===== config.mk =====
export PLATFORM = sky130hd
export DESIGN_NAME = interarrival_jitter_estimator
export DESIGN_NICKNAME = d
export VERILOG_FILES = /design/src/hdl/ije_pkg.sv /design/src/hdl/ije_track.sv /design/src/hdl/interarrival_jitter_estimator.sv
export SDC_FILE = /design/constraint.sdc
export NUM_CORES = 1
export LEC_CHECK = 0
export BUFFER_PORTS_ARGS = -buffer_cell sky130_fd_sc_hd__buf_2
export CORE_MARGIN = 1.5
export CORE_UTILIZATION = 44
export DETAILED_ROUTE_END_ITERATION = 10
export HOLD_SLACK_MARGIN = 0.15
export PLACE_DENSITY = 0.64
export SETUP_SLACK_MARGIN = 0.15
export SLEW_MARGIN = 30
export SYNTH_ARGS = -nofsm -noshare
export SYNTH_HDL_FRONTEND = slang
export SYNTH_SLANG_ARGS = --single-unit

===== constraint.sdc =====
create_clock -name aclk -period 9.3 [get_ports aclk]
set_input_delay 0.465 -clock aclk [delete_from_list [all_inputs] [get_ports aclk]]
set_output_delay 0.465 -clock aclk [all_outputs]
set_load 0.1 [all_outputs]

===== src/hdl/ije_pkg.sv =====
package ije_pkg;

    localparam int TS_W       = 48;
    localparam int GAP_W      = 20;
    localparam int STALE_W    = 24;
    localparam int JIT_W      = 24;
    localparam int MS_W       = 14;
    localparam int CFG_IDX_W  = 2;
    localparam int CFG_DATA_W = 24;

    localparam logic [GAP_W-1:0]   MIN_GAP_RESET = GAP_W'(4000);
    localparam logic [GAP_W-1:0]   MAX_GAP_RESET = GAP_W'(1000000);
    localparam logic [STALE_W-1:0] STALE_RESET   = STALE_W'(2000000);

    // Rounding to milliseconds: (S + 8000) / 16000, with S = 16 * jitter in us.
    // The divide is split into a shift by 7 and a reciprocal multiply for 125.
    localparam logic [JIT_W:0]  ROUND_BIAS = (JIT_W+1)'(8000);
    localparam int              DIV_SHIFT  = 7;
    localparam int              QUOT_W     = JIT_W + 1 - DIV_SHIFT;
    localparam int              RECIP_K    = 25;
    localparam int              RECIP_W    = 19;
    localparam logic [RECIP_W-1:0] RECIP_125 = RECIP_W'(268436);
    localparam int              PROD_W     = QUOT_W + RECIP_W;
    localparam int              MS_RAW_W   = PROD_W - RECIP_K;
    localparam logic [MS_W-1:0] JIT_MAX_MS = MS_W'(9999);

    typedef enum logic [CFG_IDX_W-1:0] {
        CFG_MIN_GAP = 2'd0,
        CFG_MAX_GAP = 2'd1,
        CFG_STALE   = 2'd2
    } cfg_reg_t;

    typedef enum logic {
        REQ_ARRIVAL = 1'b0,
        REQ_QUERY   = 1'b1
    } req_t;

    typedef struct packed {
        logic [GAP_W-1:0]   min_gap;
        logic [GAP_W-1:0]   max_gap;
        logic [STALE_W-1:0] stale;
    } cfg_t;

    typedef struct packed {
        logic             active;
        logic [JIT_W-1:0] jitter;
    } report_t;

endpackage


===== src/hdl/ije_track.sv =====
module ije_track (
    input  logic                          aclk,
    input  logic                          aresetn,
    input  logic                          step,
    input  ije_pkg::req_t                 req_type,
    input  logic [ije_pkg::TS_W-1:0]      timestamp_us,
    input  logic                          link_up,
    input  ije_pkg::cfg_t                 cfg,
    output ije_pkg::report_t              report
);

    logic [ije_pkg::TS_W-1:0]  last_batch_time_reg, last_batch_time_next;
    logic                      have_batch_reg, have_batch_next;
    logic [ije_pkg::GAP_W-1:0] prev_interval_reg, prev_interval_next;
    logic                      interval_valid_reg, interval_valid_next;
    logic [ije_pkg::JIT_W-1:0] jitter_scaled_reg, jitter_scaled_next;

    logic [ije_pkg::TS_W-1:0]  dt;
    logic [ije_pkg::GAP_W-1:0] gap;
    logic [ije_pkg::GAP_W-1:0] delta;
    logic [ije_pkg::JIT_W:0]   filt_sum;
    logic                      below_min;
    logic                      above_max;
    logic                      moved;
    logic                      fresh;

    // One subtract serves both the gap test and the age test of the report.
    assign dt        = timestamp_us - last_batch_time_reg;
    assign gap       = dt[ije_pkg::GAP_W-1:0];
    assign below_min = dt < ije_pkg::TS_W'(cfg.min_gap);
    assign above_max = dt > ije_pkg::TS_W'(cfg.max_gap);
    assign delta     = (gap >= prev_interval_reg) ? gap - prev_interval_reg
                                                  : prev_interval_reg - gap;
    assign filt_sum  = {1'b0, jitter_scaled_reg} - (ije_pkg::JIT_W+1)'(jitter_scaled_reg >> 4)
                     + (ije_pkg::JIT_W+1)'(delta);

    always_comb begin
        last_batch_time_next = last_batch_time_reg;
        have_batch_next      = have_batch_reg;
        prev_interval_next   = prev_interval_reg;
        interval_valid_next  = interval_valid_reg;
        jitter_scaled_next   = jitter_scaled_reg;
        moved                = 1'b0;
        if (req_type == ije_pkg::REQ_ARRIVAL) begin
            if (!have_batch_reg) begin
                last_batch_time_next = timestamp_us;
                have_batch_next      = 1'b1;
                moved                = 1'b1;
            end else if (!below_min) begin
                last_batch_time_next = timestamp_us;
                moved                = 1'b1;
                if (above_max) begin
                    interval_valid_next = 1'b0;
                end else begin
                    if (interval_valid_reg && prev_interval_reg != '0) begin
                        jitter_scaled_next = filt_sum[ije_pkg::JIT_W] ? '1
                                           : filt_sum[ije_pkg::JIT_W-1:0];
                    end
                    prev_interval_next  = gap;
                    interval_valid_next = 1'b1;
                end
            end
        end
        // A batch that just moved has age zero.
        fresh         = moved ? (cfg.stale != '0) : (dt < ije_pkg::TS_W'(cfg.stale));
        report.active = link_up && have_batch_next && fresh;
        report.jitter = jitter_scaled_next;
    end

    always_ff @(posedge aclk) begin
        if (!aresetn) begin
            last_batch_time_reg <= '0;
            have_batch_reg      <= 1'b0;
            prev_interval_reg   <= '0;
            interval_valid_reg  <= 1'b0;
            jitter_scaled_reg   <= '0;
        end else if (step) begin
            last_batch_time_reg <= last_batch_time_next;
            have_batch_reg      <= have_batch_next;
            prev_interval_reg   <= prev_interval_next;
            interval_valid_reg  <= interval_valid_next;
            jitter_scaled_reg   <= jitter_scaled_next;
        end
    end

    // An interval can only exist once a baseline has been recorded.
    assert property (@(posedge aclk) interval_valid_reg |-> have_batch_reg)
        else $error("interval marked valid without a batch baseline");

endmodule


===== src/hdl/interarrival_jitter_estimator.sv =====
// Interarrival jitter estimator.
// Input channel (s_valid/s_ready): one word per event, carrying the request
// type (packet arrival or display query), a 48-bit microsecond timestamp and
// the link state. Output channel (m_valid/m_ready): one word per input word,
// in order, carrying the current jitter in milliseconds (0 to 9999).
// Configuration channel (cfg_valid/cfg_ready): writes min gap, max gap and
// stale time by register index; it is always ready and is meant to be used
// while the block is idle.
// The word is caught in an input register at the accepting edge, then a stage
// applies the state update (baseline, interval and jitter filter) and samples
// the report, and a stage converts to milliseconds through a reciprocal
// multiply into the output register, which drives m_valid.
// Throughput is one word per cycle while the receiver keeps up; the state
// update completes in the cycle that moves a word out of the input register,
// so back to back arrivals need no bubbles.
// When the receiver stalls, words collect in the three stages and s_ready
// drops only once all of them are full. Reset (aresetn, synchronous, active
// low) empties the pipeline, clears the jitter state and loads the default
// configuration; no clearing pass is needed, so words are taken right away.
module interarrival_jitter_estimator (
    input  logic                              aclk,
    input  logic                              aresetn,
    input  logic                              s_valid,
    output logic                              s_ready,
    input  logic                              s_req_type,
    input  logic [ije_pkg::TS_W-1:0]          s_timestamp_us,
    input  logic                              s_link_up,
    output logic                              m_valid,
    input  logic                              m_ready,
    output logic [ije_pkg::MS_W-1:0]          m_jitter_ms,
    input  logic                              cfg_valid,
    output logic                              cfg_ready,
    input  logic [ije_pkg::CFG_IDX_W-1:0]     cfg_index,
    input  logic [ije_pkg::CFG_DATA_W-1:0]    cfg_data
);

    // Configuration registers.
    ije_pkg::cfg_t cfg_reg;

    // Stage 0: input register.
    logic                      v0_reg;
    ije_pkg::req_t             req_reg;
    logic [ije_pkg::TS_W-1:0]  ts_reg;
    logic                      link_reg;

    // Stage 1: sampled report after the state update.
    logic                      v1_reg;
    ije_pkg::report_t          rep1_reg;
    ije_pkg::report_t          rep_next;

    // Stage 2: output register.
    logic                      m_valid_reg;
    logic [ije_pkg::MS_W-1:0]  m_jitter_ms_reg, m_jitter_ms_next;

    logic out_free;
    logic st1_free;
    logic st0_free;
    logic adv0;
    logic adv1;

    logic [ije_pkg::JIT_W:0]      biased;
    logic [ije_pkg::QUOT_W-1:0]   div128;
    logic [ije_pkg::PROD_W-1:0]   prod;
    logic [ije_pkg::MS_RAW_W-1:0] ms_raw;

    // Each stage moves on when the one after it is empty or emptying.
    assign out_free = !m_valid_reg || m_ready;
    assign st1_free = !v1_reg || out_free;
    assign st0_free = !v0_reg || st1_free;
    assign adv0     = v0_reg && st1_free;
    assign adv1     = v1_reg && out_free;

    assign s_ready     = st0_free;
    assign cfg_ready   = 1'b1;
    assign m_valid     = m_valid_reg;
    assign m_jitter_ms = m_jitter_ms_reg;

    always_ff @(posedge aclk) begin
        if (!aresetn) begin
            cfg_reg.min_gap <= ije_pkg::MIN_GAP_RESET;
            cfg_reg.max_gap <= ije_pkg::MAX_GAP_RESET;
            cfg_reg.stale   <= ije_pkg::STALE_RESET;
        end else if (cfg_valid) begin
            case (ije_pkg::cfg_reg_t'(cfg_index))
                ije_pkg::CFG_MIN_GAP: cfg_reg.min_gap <= cfg_data[ije_pkg::GAP_W-1:0];
                ije_pkg::CFG_MAX_GAP: cfg_reg.max_gap <= cfg_data[ije_pkg::GAP_W-1:0];
                ije_pkg::CFG_STALE:   cfg_reg.stale   <= cfg_data[ije_pkg::STALE_W-1:0];
                default: ;
            endcase
        end
    end

    // The tracker commits its state update in the cycle the word leaves stage 0,
    // so the next word always sees the state left by the one before it.
    ije_track u_track (
        .aclk         (aclk),
        .aresetn      (aresetn),
        .step         (adv0),
        .req_type     (req_reg),
        .timestamp_us (ts_reg),
        .link_up      (link_reg),
        .cfg          (cfg_reg),
        .report       (rep_next)
    );

    // Milliseconds: floor((S + 8000) / 16000) = floor(floor((S + 8000) / 128) / 125),
    // and the divide by 125 is an exact reciprocal multiply over this range.
    assign biased = {1'b0, rep1_reg.jitter} + ije_pkg::ROUND_BIAS;
    assign div128 = biased[ije_pkg::JIT_W:ije_pkg::DIV_SHIFT];
    assign prod   = ije_pkg::PROD_W'(div128) * ije_pkg::PROD_W'(ije_pkg::RECIP_125);
    assign ms_raw = prod[ije_pkg::PROD_W-1:ije_pkg::RECIP_K];

    always_comb begin
        if (!rep1_reg.active) begin
            m_jitter_ms_next = '0;
        end else if (ije_pkg::MS_W'(ms_raw) > ije_pkg::JIT_MAX_MS) begin
            m_jitter_ms_next = ije_pkg::JIT_MAX_MS;
        end else begin
            m_jitter_ms_next = ije_pkg::MS_W'(ms_raw);
        end
    end

    always_ff @(posedge aclk) begin
        if (!aresetn) begin
            v0_reg      <= 1'b0;
            v1_reg      <= 1'b0;
            m_valid_reg <= 1'b0;
        end else begin
            if (st0_free) begin
                v0_reg <= s_valid;
            end
            if (st1_free) begin
                v1_reg <= v0_reg;
            end
            if (out_free) begin
                m_valid_reg <= v1_reg;
            end
        end
    end

    always_ff @(posedge aclk) begin
        if (st0_free && s_valid) begin
            req_reg  <= ije_pkg::req_t'(s_req_type);
            ts_reg   <= s_timestamp_us;
            link_reg <= s_link_up;
        end
        if (adv0) begin
            rep1_reg <= rep_next;
        end
        if (adv1) begin
            m_jitter_ms_reg <= m_jitter_ms_next;
        end
    end

    // Input backpressure only when every stage holds a word and the sink stalls.
    assert property (@(posedge aclk) disable iff (!aresetn)
        !s_ready |-> (v0_reg && v1_reg && m_valid_reg && !m_ready))
        else $error("input stalled while the pipeline had room");

    // A word leaving stage 0 always lands in stage 1.
    assert property (@(posedge aclk) disable iff (!aresetn)
        adv0 |=> v1_reg)
        else $error("word lost between stage 0 and stage 1");

    // An inactive report (no link, no batch or stale) must come out as zero.
    assert property (@(posedge aclk) disable iff (!aresetn)
        (adv1 && !rep1_reg.active) |=> (m_jitter_ms_reg == '0))
        else $error("inactive report produced nonzero jitter");

    // The delivered value never exceeds the clamp.
    assert property (@(posedge aclk) disable iff (!aresetn)
        m_valid_reg |-> (m_jitter_ms_reg <= ije_pkg::JIT_MAX_MS))
        else $error("jitter output above clamp");

endmodule


======== Yosys cells after proc, flatten, opt, wreduce, memory -nomap -nowiden ========
Index checks and enable logic that the tools add are counted.
word-level totals
  bits in registers ....................... 250
  bits in read-only memories .............. 0
  memories ................................ 0
  bits of input ports ..................... 81
  memory bits (writable) .................. 0
  latch bits .............................. 0
  output and inout bits ................... 17
operators by class
  order comparisons ....................... 5
  reductions and logical operators ........ 22
  multipliers ............................. 1
  bitwise gates (word level) .............. 4
  shift operators ......................... 0
  $add $sub $neg .......................... 6
  eq/ne operators ......................... 3
  divide/modulo/power cells ............... 0
  multiplexer cells ....................... 16
operators by type and width
  cell                      count
  $mux W24                  6
  $mux W48                  2
  $gt A48 B20 Y1            1
  $lt A48 B20 Y1            1
  $lt A48 B24 Y1            1
  $sub A48 B48 Y48          1
  $sub A20 B20 Y20          2
  $mul A18 B17 Y35 const B  1
  $add A24 B13 Y25 const B  1
  $add A25 B20 Y25          1
  $sub A24 B20 Y25          1
  $reduce_bool A24 Y1       1
  $ge A20 B20 Y1            1
  $mux W20                  1
  $reduce_bool A20 Y1       1
  $gt A12 B14 Y1 const B    1
  $mux W14                  1
  $logic_and A1 B1 Y1       6
  $mux W1                   6
  $reduce_and A2 Y1         3
  $reduce_and A5 Y1         1
  $not A1 Y1                4
  $reduce_and A4 Y1         1
  $logic_not A1 Y1          3
  other kinds (7)           9

======== Logic depth before layout (Yosys ltp) ========
  depth after elaboration ................. 10
  mapped depth ............................ 37
  mapped depth without buffers ............ 34

======== Cells and area by module ========
From an unflattened synthesis, not the netlist that was laid out.
second synthesis, totals
  cell total of the unflattened synthesis .. 2758
  area, all modules ....................... 22744.3 um^2
modules (own cells, without submodules)
  module                         area each (um^2)  cells each  instances
  ije_track                      13369.1           1841        1
  interarrival_jitter_estimator  9375.2            917         1

======== Worst setup path before layout ========
Ideal clock, no wire load.
  path kind ............................... reg2reg
  start ................................... reg ts_reg[0] (netlist bit)
  end ..................................... reg rep1_reg[23] (netlist bit), data pin
  path buffers ............................ 5
  slack ................................... 0.707 ns
  stages on the path, launching flop included .. 36
  setup time .............................. 0.260 ns
  data required time ...................... 9.040 ns
  data arrival time ....................... 8.333 ns
  path through ............................ edfxtp_1 inv_1 ha_1 inv_1 fa_1 a211oi_2 o21ai_1 a41oi_1 o21ai_0 a21oi_1 xnor2_1 ha_1 clkbuf_1 a21oi_1 o21ai_0 a2bb2oi_1 o21ai_0 o21ai_1 clkbuf_1 clkbuf_1 buf_1 o21ai_0 xnor2_1 fa_1 ha_1 nand2_1 o31a_1 o311a_1 o21ai_0 a21boi_0 a21oi_1 o22ai_1 xnor2_1 clkbuf_1 nand2_1 mux2_4
RTL lines
  element                 RTL line                              source
  start, declared         interarrival_jitter_estimator.sv:43   logic [ije_pkg::TS_W-1:0] ts_reg;
  start signal, assigned  interarrival_jitter_estimator.sv:144  ts_reg <= s_timestamp_us;
  end signal, assigned    interarrival_jitter_estimator.sv:148  rep1_reg <= rep_next;
  end, declared           interarrival_jitter_estimator.sv:48   ije_pkg::report_t rep1_reg;

==> impl_results.md <==
- Outcome: complete, no violations
- Final Max Tran Viols: 0
- Pwr dens: 240 nW/um2
- Vias per cell: 5.57
- Actual transition at the worst max-transition pin: 0.981 ns
- Crit end category: flop
- Ant diodes: 0
- Detailed Route WL: 56700 um
- DP Area: 22500 um2
- Die X-Extent: 224 um
- Drt pass-1 iters: 8
- Crit path DAT: 8.96 ns
- Largest net degree at the start of global routing: 68
- Post-synthesis mux area share: 0.0523
- MaxCap Viol Count: 0
- Vias in the first global route: 17600
- Post-synthesis compound-gate area fraction: 0.173
- Final nets: roughly 3100
- Sink Count: 242
- Final Hold Fails: 0
- Hold_ws: 0.183 ns
- Simple-gate portion of the synthesized area: 0.145
- DR iter-0 viols: 1292
- Num CTS Buffers: 28
- Worst R2R Start: ts_reg[0]
- Setup total negative slack: 0 ns
- I/O pins: 98
- Min-delay src: cfg_data[2]
- Final period util: 0.930
- Fraction of registers with async set/reset: 0
- FF+latch count, synth: between 200 and 250
- RSZ-0062 raised after global routing: no
- Area Growth Syn to Fin: 12.7%
- Post-synthesis adder-cell area fraction: 0.250
- Final setup viols: 0
- R2R setup slack: about 0.65 ns
- Worst hold path stage count: 3
- DR WL/cell: 17.5 um
- Mapped Area: 21500 um2
- Minimum clock period: 8.65 ns
- Worst skew pair latency: 0.58 ns
- Seq/Total Area, Yosys: 0.264
- CP Class: flop to flop
- Dpl hpwl: 44000 um
- Die footprint: between 50000 and 60000 um2
- Final instance area: 24200 um2
- Vias: 18100
- CTS tree: built
- Slew headroom: 0.341
- GRT overflow: 0
- Slowest cell delay on critical path: around 0.47 ns
- Clock Skew: 0.0187 ns
- H-tree levels: 1
- GRT Total Usage: 0.223
- Initial antenna violation count: 0
- Detail Route Antenna Nets: 0
- Critical Path Start Type: flop
- Layout cells sized above 1: 0.0881
- Core Rows: 80
- Maximum vdd ir drop: 174 uV
- Clock buffer depth: 3
- GPL Wtd Cong: 0.898
- # DRC: 0
- Reg2reg path depth: 33
- HP Class: primary input to flop
- Worst endpoint required time: 9.62 ns
- Fmax: approximately 120 MHz
- Leakage: 10.8 nW
- Number of synthesized flops with an enable pin: 81
- Main flop type after synthesis: dfxtp_1
- Die height: 224 um
- XOR/XNOR share of the synthesized area: 0.0367
- First-pass GRT wire length: 90400 um
- Core region area: 47900 um2
- CTS Root Buffer Type: clkbuf_16
- Synth Warn #: 0
- Count of buffers from port buffering: 94
- CTS clk-pin slew, worst paths: 0.06 ns
- Post-synthesis cell count: 2483
- Cell variety after synth: between 90 and 100
- Tot Pwr: 5.79 mW
- Hold EP: cfg_reg[2]
- Main combinational cell family by area after synthesis: adder cells
- Max reg flops: 64
- Initial Utilization: 0.447
- Slowest cell on crit path: ha_1
- Reg2reg end: rep1_reg[9]
- Worst Path Max Fanout: 33
- Syn_area_per_cell: 8.64 um2
==> through the flow <==
stage	cells	utilization	worst slack, ns
2_1_floorplan	2484	-	0.707
3_3_place_gp	3124	0.469	0.463
3_5_place_dp	3124	0.469	0.195
4_1_cts	3243	0.503	0.224
5_1_grt	3247	0.504	0.145
6_report	3247	0.504	0.652
==> cells by family after synthesis <==
group,after synthesis
buffers and inverters,425
muxes,105
DFF,242
other,2
adders and majority gates,387
and+or+nand+nor,656
xor gates and xnor gates,90
AOI/OAI and AO/OA,576
==> worst max-delay path by stage <==
stage,from,endpoint,slack (ns),cells after the start
CTS,ts_reg[0],rep1_reg[9],0.22,33
global route,ts_reg[0],rep1_reg[9],0.14,33
global placement,ts_reg[0],rep1_reg[9],0.46,33
detailed placement,ts_reg[0],rep1_reg[9],0.20,34
finish,ts_reg[0],rep1_reg[9],0.65,33
floorplan,ts_reg[0],rep1_reg[23],0.71,35
==> timing repair <==
item	CTS	global route
hold buffers	67	0
gates cloned	0	1
pin swaps	0	1
endpoints found under the setup margin	5	42
buffers inserted	0	3
hold endpoints to repair	85	0
gates resized for setup	1	7
==> layout by cell type, fill, tap and decap left out, types with 17 or more instances in the layout <==
cell	count
ha_1	317
clkbuf_16	28
edfxtp_1	81
and3_1	25
a21oi_1	201
nand4_1	39
a21o_1	53
o211ai_1	40
o21ai_0	84
buf_4	30
fa_1	69
inv_1	328
buf_2	93
xor2_1	35
o21a_1	17
nand3_1	30
a211oi_1	18
nor4_1	17
nand2_1	316
and2_1	19
dfxtp_1	161
nor2_1	101
a31oi_1	32
nor3_1	23
mux2i_1	79
dlygate4sd3_1	67
xnor2_1	53
==> cell type report <==
cell class	instances	area [um2]
Tap cell	615	769
Timing Repair Buffer	191	1370
Sequential cell	242	5660
Clock buffer	30	708
Inverter	329	1230
Clock inverter	22	231
Fill cell	4449	23800
Multi-Input combinational cell	1818	14200
==> layer usage <==
layer	wire, um	global-route usage	vias to the layer above
li1	-	-	8936
met1	26300	0.296	8673
met2	26700	0.387	410
met3	2330	0.0205	75
met4	1350	0.0554	0
met5	0	0	-
==> where the power goes <==
group | leakage, nW | internal (mW) | switching, mW
registers | 2.07 | 1.15 | 0.0294
clock network | 0.460 | 0.665 | 0.471
logic | 8.23 | 1.42 | 2.06
total | 10.8 | 3.24 | 2.56
==> critical path: cells and delay by family (launching register included) <==
| kind | cells | cell delay (ns) |
|---|---|---|
| multiplexers | 1 | 0.28 |
| buffers and inverters | 5 | 0.70 |
| AND/OR/NAND/NOR | 6 | 1.10 |
| adder cells (fa/ha/maj) | 5 | 1.89 |
| XOR/XNOR | 3 | 0.77 |
| AO/OA/AOI/OAI | 13 | 3.24 |
| flip-flops | 1 | 0.38 |
==> cell usage after synthesis, types with 19 or more instances <==
library cell / n / area share
o211ai_1: 40 / 0.014
fa_1: 69 / 0.064
dfxtp_1: 161 / 0.15
xnor2_1: 55 / 0.022
nand2_1: 316 / 0.055
xor2_1: 35 / 0.014
mux2i_1: 79 / 0.037
a21o_1: 53 / 0.019
a21oi_1: 201 / 0.047
and3_1: 25 / 0.0073
clkbuf_1: 65 / 0.011
nor2_1: 101 / 0.018
ha_1: 318 / 0.19
o21ai_0: 86 / 0.020
nor3_1: 23 / 0.0054
nand3_1: 30 / 0.0070
nand4_1: 39 / 0.011
inv_1: 328 / 0.057
edfxtp_1: 81 / 0.11
and2_1: 19 / 0.0055
a31oi_1: 33 / 0.0096
Note: power is estimated with default switching activity, not from simulation.
